--- config.mk ---
export PLATFORM = sky130hd
export DESIGN_NAME = els_ctrl
export DESIGN_NICKNAME = d
export VERILOG_FILES = /design/src/hw/rtl/els_pkg.sv /design/src/hw/rtl/els_ctrl.sv
export SDC_FILE = /design/constraint.sdc
export NUM_CORES = 1
export LEC_CHECK = 0
export BUFFER_PORTS_ARGS = -buffer_cell sky130_fd_sc_hd__buf_2
export CAP_MARGIN = 20
export CELL_PAD_IN_SITES_DETAIL_PLACEMENT = 1
export CELL_PAD_IN_SITES_GLOBAL_PLACEMENT = 1
export CORE_AREA = 5 5 42 44
export DETAILED_ROUTE_END_ITERATION = 7
export DIE_AREA = 0 0 47 49
export GPL_ROUTABILITY_DRIVEN = 0
export PLACE_DENSITY = 0.56
export REMOVE_ABC_BUFFERS = 1
export SKIP_CTS_REPAIR_TIMING = 1
export SLEW_MARGIN = 25
export SYNTH_ARGS = -nofsm -noshare
export SYNTH_HDL_FRONTEND = slang
export SYNTH_SLANG_ARGS = --single-unit
--- constraint.sdc ---
create_clock -name clock -period 1.3 [get_ports clock]
set_input_delay 0.13 -clock clock [delete_from_list [all_inputs] [get_ports clock]]
set_output_delay 0.13 -clock clock [all_outputs]
set_load 0.01 [all_outputs]
--- src/hw/rtl/els_pkg.sv ---
// ----------------------------------------------------------------------------
// els_pkg: event latency statistics shared definitions
// Field widths, function codes, statistic indexes and the control/status
// structs between the controller and the datapath.
// ----------------------------------------------------------------------------
package els_pkg;

   localparam int COUNTER_WIDTH_DEF = 48;
   localparam int LATENCY_WIDTH_DEF = 24;

   localparam int FUNC_W    = 3;
   localparam int BYTE_W    = 32;
   localparam int LAT_IN_W  = 24;
   localparam int IDX_W     = 5;
   localparam int STAT_W    = 48;
   localparam int SAMPLE_W  = 32;
   localparam int SNAP_ID_W = 32;
   localparam int NUM_SRC   = 3;

   typedef enum logic [FUNC_W-1:0] {
      FUNC_COLLECTOR = 3'd0,
      FUNC_ROUTER    = 3'd1,
      FUNC_VIEWER    = 3'd2,
      FUNC_SNAPSHOT  = 3'd3,
      FUNC_CLEAR     = 3'd4
   } func_type;

   typedef enum logic [1:0] {
      SRC_COLLECTOR = 2'd0,
      SRC_ROUTER    = 2'd1,
      SRC_VIEWER    = 2'd2
   } src_type;

   localparam logic [IDX_W-1:0] IDX_COLL_EVENTS = 5'd0;
   localparam logic [IDX_W-1:0] IDX_COLL_OK     = 5'd1;
   localparam logic [IDX_W-1:0] IDX_COLL_FAILED = 5'd2;
   localparam logic [IDX_W-1:0] IDX_COLL_COUNT  = 5'd3;
   localparam logic [IDX_W-1:0] IDX_COLL_MIN    = 5'd4;
   localparam logic [IDX_W-1:0] IDX_COLL_MAX    = 5'd5;
   localparam logic [IDX_W-1:0] IDX_COLL_MEAN   = 5'd6;
   localparam logic [IDX_W-1:0] IDX_RTR_READS   = 5'd7;
   localparam logic [IDX_W-1:0] IDX_RTR_FWD     = 5'd8;
   localparam logic [IDX_W-1:0] IDX_RTR_BYTES   = 5'd9;
   localparam logic [IDX_W-1:0] IDX_RTR_FAILED  = 5'd10;
   localparam logic [IDX_W-1:0] IDX_RTR_COUNT   = 5'd11;
   localparam logic [IDX_W-1:0] IDX_RTR_MIN     = 5'd12;
   localparam logic [IDX_W-1:0] IDX_RTR_MAX     = 5'd13;
   localparam logic [IDX_W-1:0] IDX_RTR_MEAN    = 5'd14;
   localparam logic [IDX_W-1:0] IDX_VWR_MSGS    = 5'd15;
   localparam logic [IDX_W-1:0] IDX_VWR_BYTES   = 5'd16;
   localparam logic [IDX_W-1:0] IDX_VWR_COUNT   = 5'd17;
   localparam logic [IDX_W-1:0] IDX_VWR_MIN     = 5'd18;
   localparam logic [IDX_W-1:0] IDX_VWR_MAX     = 5'd19;
   localparam logic [IDX_W-1:0] IDX_VWR_MEAN    = 5'd20;
   localparam logic [IDX_W-1:0] IDX_TOT_EVENTS  = 5'd21;
   localparam logic [IDX_W-1:0] IDX_TOT_ERRORS  = 5'd22;
   localparam logic [IDX_W-1:0] IDX_SNAP_ID     = 5'd23;

   typedef struct packed {
      logic accept;
      logic mul;
      logic div_start;
      logic wb;
      logic emit;
   } ctrl_cmd_type;

   typedef struct packed {
      logic snap_req;
      logic mean_req;
      logic div_done;
      logic out_free;
      logic emit_last;
   } dp_status_type;

endpackage

--- src/hw/rtl/els_ctrl.sv ---
// ----------------------------------------------------------------------------
// els_ctrl: sequencing controller
// Accepts one transaction at a time, steps the mean update through
// multiply, divider load and divide, and paces the snapshot readout.
// ----------------------------------------------------------------------------
module els_ctrl import els_pkg::*; (
   input  logic          clock,
   input  logic          reset,
   input  logic          req_valid,
   output logic          req_ready,
   input  dp_status_type status,
   output ctrl_cmd_type  cmd
);

   typedef enum logic [4:0] {
      ST_IDLE = 5'b00001,
      ST_MUL  = 5'b00010,
      ST_LOAD = 5'b00100,
      ST_DIV  = 5'b01000,
      ST_SNAP = 5'b10000
   } state_type;

   state_type state_ff, state_in;

   always_comb begin
      state_in  = state_ff;
      cmd       = '0;
      req_ready = 1'b0;
      unique case (state_ff)
         ST_IDLE: begin
            req_ready  = 1'b1;
            cmd.accept = req_valid;
            if (req_valid) begin
               if (status.snap_req) begin
                  state_in = ST_SNAP;
               end else if (status.mean_req) begin
                  state_in = ST_MUL;
               end
            end
         end
         ST_MUL: begin
            cmd.mul  = 1'b1;
            state_in = ST_LOAD;
         end
         ST_LOAD: begin
            cmd.div_start = 1'b1;
            state_in      = ST_DIV;
         end
         ST_DIV: begin
            if (status.div_done) begin
               cmd.wb   = 1'b1;
               state_in = ST_IDLE;
            end
         end
         ST_SNAP: begin
            cmd.emit = status.out_free;
            if (status.out_free && status.emit_last) begin
               state_in = ST_IDLE;
            end
         end
         default: begin
            state_in = ST_IDLE;
         end
      endcase
   end

   always_ff @(posedge clock) begin
      if (reset) begin
         state_ff <= ST_IDLE;
      end else begin
         state_ff <= state_in;
      end
   end

endmodule

* Word-level counts from Yosys, hierarchy flattened *
Index checks and enable logic that the tools add are counted.

word-level totals
  flip-flop bits (word level) = 5
  bits of input ports = 8
  output and inout bits = 6
  word-level logic and storage cells = 25

cells by class
  equal/unequal tests = 9
  muxes and demuxes = 13
  reductions and logical operators = 2

operator list
  operator                                       count
  2-to-1 mux 5 bit                               5
  case mux 5 bit (5 select lines)                1
  2-to-1 mux 1 bit                               7
  != test 2 bit, second input constant           3
  == test 5 x 1 -> 1 bit, second input constant  1
  == test 5 x 2 -> 1 bit, second input constant  1
  == test 5 x 3 -> 1 bit, second input constant  1
  == test 5 x 4 -> 1 bit, second input constant  1
  == test 5 bit, second input constant           1
  AND reduction 4 bit                            1
  != test 3 bit, second input constant           1
  logical AND 1 bit                              1

* Depth between registers and ports, before layout *
  word-level depth = 4
  gate-level depth with buffers = 3
  depth with buffers taken out = 3

* Least setup slack after synthesis *
No wires, ideal clock.

  path type = register to output
  start = register state_ff[0]
  end = output port cmd[1] (netlist name)
  arrival time = 0.968 ns
  required time = 1.170 ns
  path slack = 0.202 ns
  stages on the path, launching flop included = 3
  path buffers = 0
  cells stage by stage = dfxtp_1 -> or3_1 -> nor2_1

RTL lines
  item                      RTL line        RTL
  start: declaration        els_ctrl.sv:23  state_type state_ff, state_in;
  start signal: assignment  els_ctrl.sv:71  state_ff <= state_in;
  end: declaration          els_ctrl.sv:12  output ctrl_cmd_type cmd

==> impl_results.md <==
* Worst-path fanout max at 4
* DR pass1 iterations at 3
* Largest buffer count on any clock path at 2
* Clock Tree Root: clkbuf_4
* Maxcap violations at 0
* Setup Viol. Count Final at 2
* Placed insts at between 60 and 70
* I/O pin cnt at 14
* VDD IR max at between 0.6 and 0.7 mV
* Max-slew violation count at 0
* CP Capture Type: output port
* Pleak at between 0.0002 and 0.00025 µW
* Sink Count at 5
* Global-route usage over all layers at a little under a tenth
* Hold WC Path Type: input pin to register
* RSZ-0062 raised after global routing: yes
* Initial Utilization at a little over a fifth
* Largest register FFs at 5
* Post-synthesis cell count at 35
* FP Rows at 14
* Yosys cell types at 22
* Most common cell after layout, fill and taps aside: buf_2
* DRC Markers at 0
* Top achievable clock speed at ~0.75 GHz
* Yosys top cell area share at about 33%
* Skew-Pair Late Insertion Delay at between 0.2 and 0.3 ns
* Most frequent cells in the layout: buf_2 (12), nor2_1 (4), buf_4 (4)
* CTS tree: yes
* Top Registers: state_ff x5
* CP peak stage delay at 0.38 ns
* Cell Area, Synth at around 300 µm²
* Antenna-violating nets left at 0
* Clock slew at reported path FFs at about 0.050 ns
* Core area at between 1000 and 1500 µm²
* Setup Skew at approximately 0.0065 ns
* Tcrit/Tclk final at 103%
* GRT Residual Overflow at 0
* Tot Pwr at between 900 and 1000 µW
* R2r startpoint: state_ff[4]
* Synth area leaders: dfxtp_1 (33%), nor2_1 (8.5%), and4_1 (5.7%)
* Vias post-DR at ~350
* Outcome: finished with violations
* Via density at 4.77
* Clock buffer count from CTS at 3
* Initial antenna violation count at 0
* Width of the die at approximately 47 µm
* Final instance count without filler cells at 73
* Die area at 2300 µm²
* Crit-path slowest cell: or3_4
* Slew @ Worst Pin at just under 0.3 ns
* Pwr/cell area at about 1900 nW/µm²
* Failing checks: negative setup slack
* Synth area leader: dfxtp_1
* Syn. warnings at 0
* Largest net degree at the start of global routing at 8
* H-tree depth at 1
* Drt wl/cell at 12.6 µm
* Worst Path Buf+Inv at 1
* First-pass GRT wire length at around 1600 µm
* # nets final at 66
* Vias in the first global route at approximately 380
* Data arrival time of the critical path at around 1.2 ns
* Largest register by flop count: state_ff
* CP top delay family: simple AND/OR/NAND/NOR gates
* Fin util at approximately 37%
* Hold Vio Cnt, Final at 0
* Type of the worst setup path: register to output port
* Startpoint class of the critical path: register
* Ant diodes at 0
* Pre-CTS setup slack at roughly 0.12 ns
* Final Hold Slack at between 0.07 and 0.08 ns
* Avg Cell Area, Syn at between 8 and 9 µm²
* Post-synthesis register bit count at 5
* Initial drt markers at 2
* Final wirelength at between 900 and 1000 µm
* Critical path required time at roughly 1.2 ns
* Min Clock Period, post-route at ~1.3 ns
* Die Height at between 40 and 50 µm
* Setup WS post-layout at -0.0333 ns
* HP Start: reset
* Worst-path cell chain: or3_4, nor2_1, buf_2
* # port buffers at 13
* Post-synthesis sequential area ratio at 32.5%
* Fraction of layout cells with a size suffix above 1 at a little over three fifths
* Slew headroom at 80.5%
* Layout area overhead at 67.5%
* CP Launch Point: state_ff[4]
through the flow:
| stage | cell area, µm² | setup TNS, ns |
|---|---|---|
| finish | 515 | -0.0477 |
| global route | 515 | -0.241 |
| CTS | 434 | -0.471 |
| detailed placement | 408 | 0 |
| global placement | 408 | 0 |
| floorplan | 300 | 0 |
cell type report:
| type | instances | area, µm² |
|---|---|---|
| fill | 181 | 886 |
| clock buffer | 4 | 26.3 |
| sequential | 5 | 111 |
| multi-input combinational | 29 | 234 |
| timing repair buffer | 19 | 124 |
| tap | 16 | 20.0 |
metal layers:
layer / global-route usage (%) / vias to the layer above / routed length, µm
li1: - / 177 / -
met1: 11.0 / 157 / 374
met2: 14.3 / 10 / 467
met3: 3.69 / 4 / 47
met4: 5.53 / 0 / 29
met5: 0 / - / 0
power by group:
part	internal, µW	switching [µW]	total (µW)
registers	202	54.2	256
logic	313	212	525
clock network	116	69.1	185
cell usage after synthesis:
| library cell | count |
|---|---|
| nand2b_1 | 1 |
| and4bb_2 | 1 |
| nor2_1 | 7 |
| nand2_1 | 1 |
| a41oi_1 | 1 |
| buf_4 | 1 |
| and3_2 | 1 |
| o211a_1 | 1 |
| and4_2 | 1 |
| and2_1 | 1 |
| o21a_1 | 1 |
| or3b_1 | 1 |
| nor2b_1 | 1 |
| a211oi_2 | 1 |
| and4_1 | 2 |
| dfxtp_1 | 5 |
| o31ai_1 | 1 |
| o21ai_0 | 2 |
| and3b_1 | 1 |
| or3_1 | 1 |
| xor2_1 | 1 |
| nand3b_1 | 2 |
cells by family (layout without fill, tap and decap cells):
group           Yosys count  after routing  share of synthesized area, %
simple gates             21             21                          43.9
flops                     5              5                          32.5
buf+inv                   1             23                          2.44
compound gates            7              7                          18.3
xor+xnor                  1              1                          2.85
path summary, 6_finish.rpt:
| kind | slack [ns] | cells past startpoint | endpoint |
|---|---|---|---|
| worst max-delay path | -0.03 | 3 | cmd[2] |
| worst min-delay path | 0.08 | 2 | state_ff[3] |
| worst max register to register | 0.12 | 4 | state_ff[0] |
| worst min register to register | 0.58 | 2 | state_ff[3] |
(Power assumes the default switching activity.)
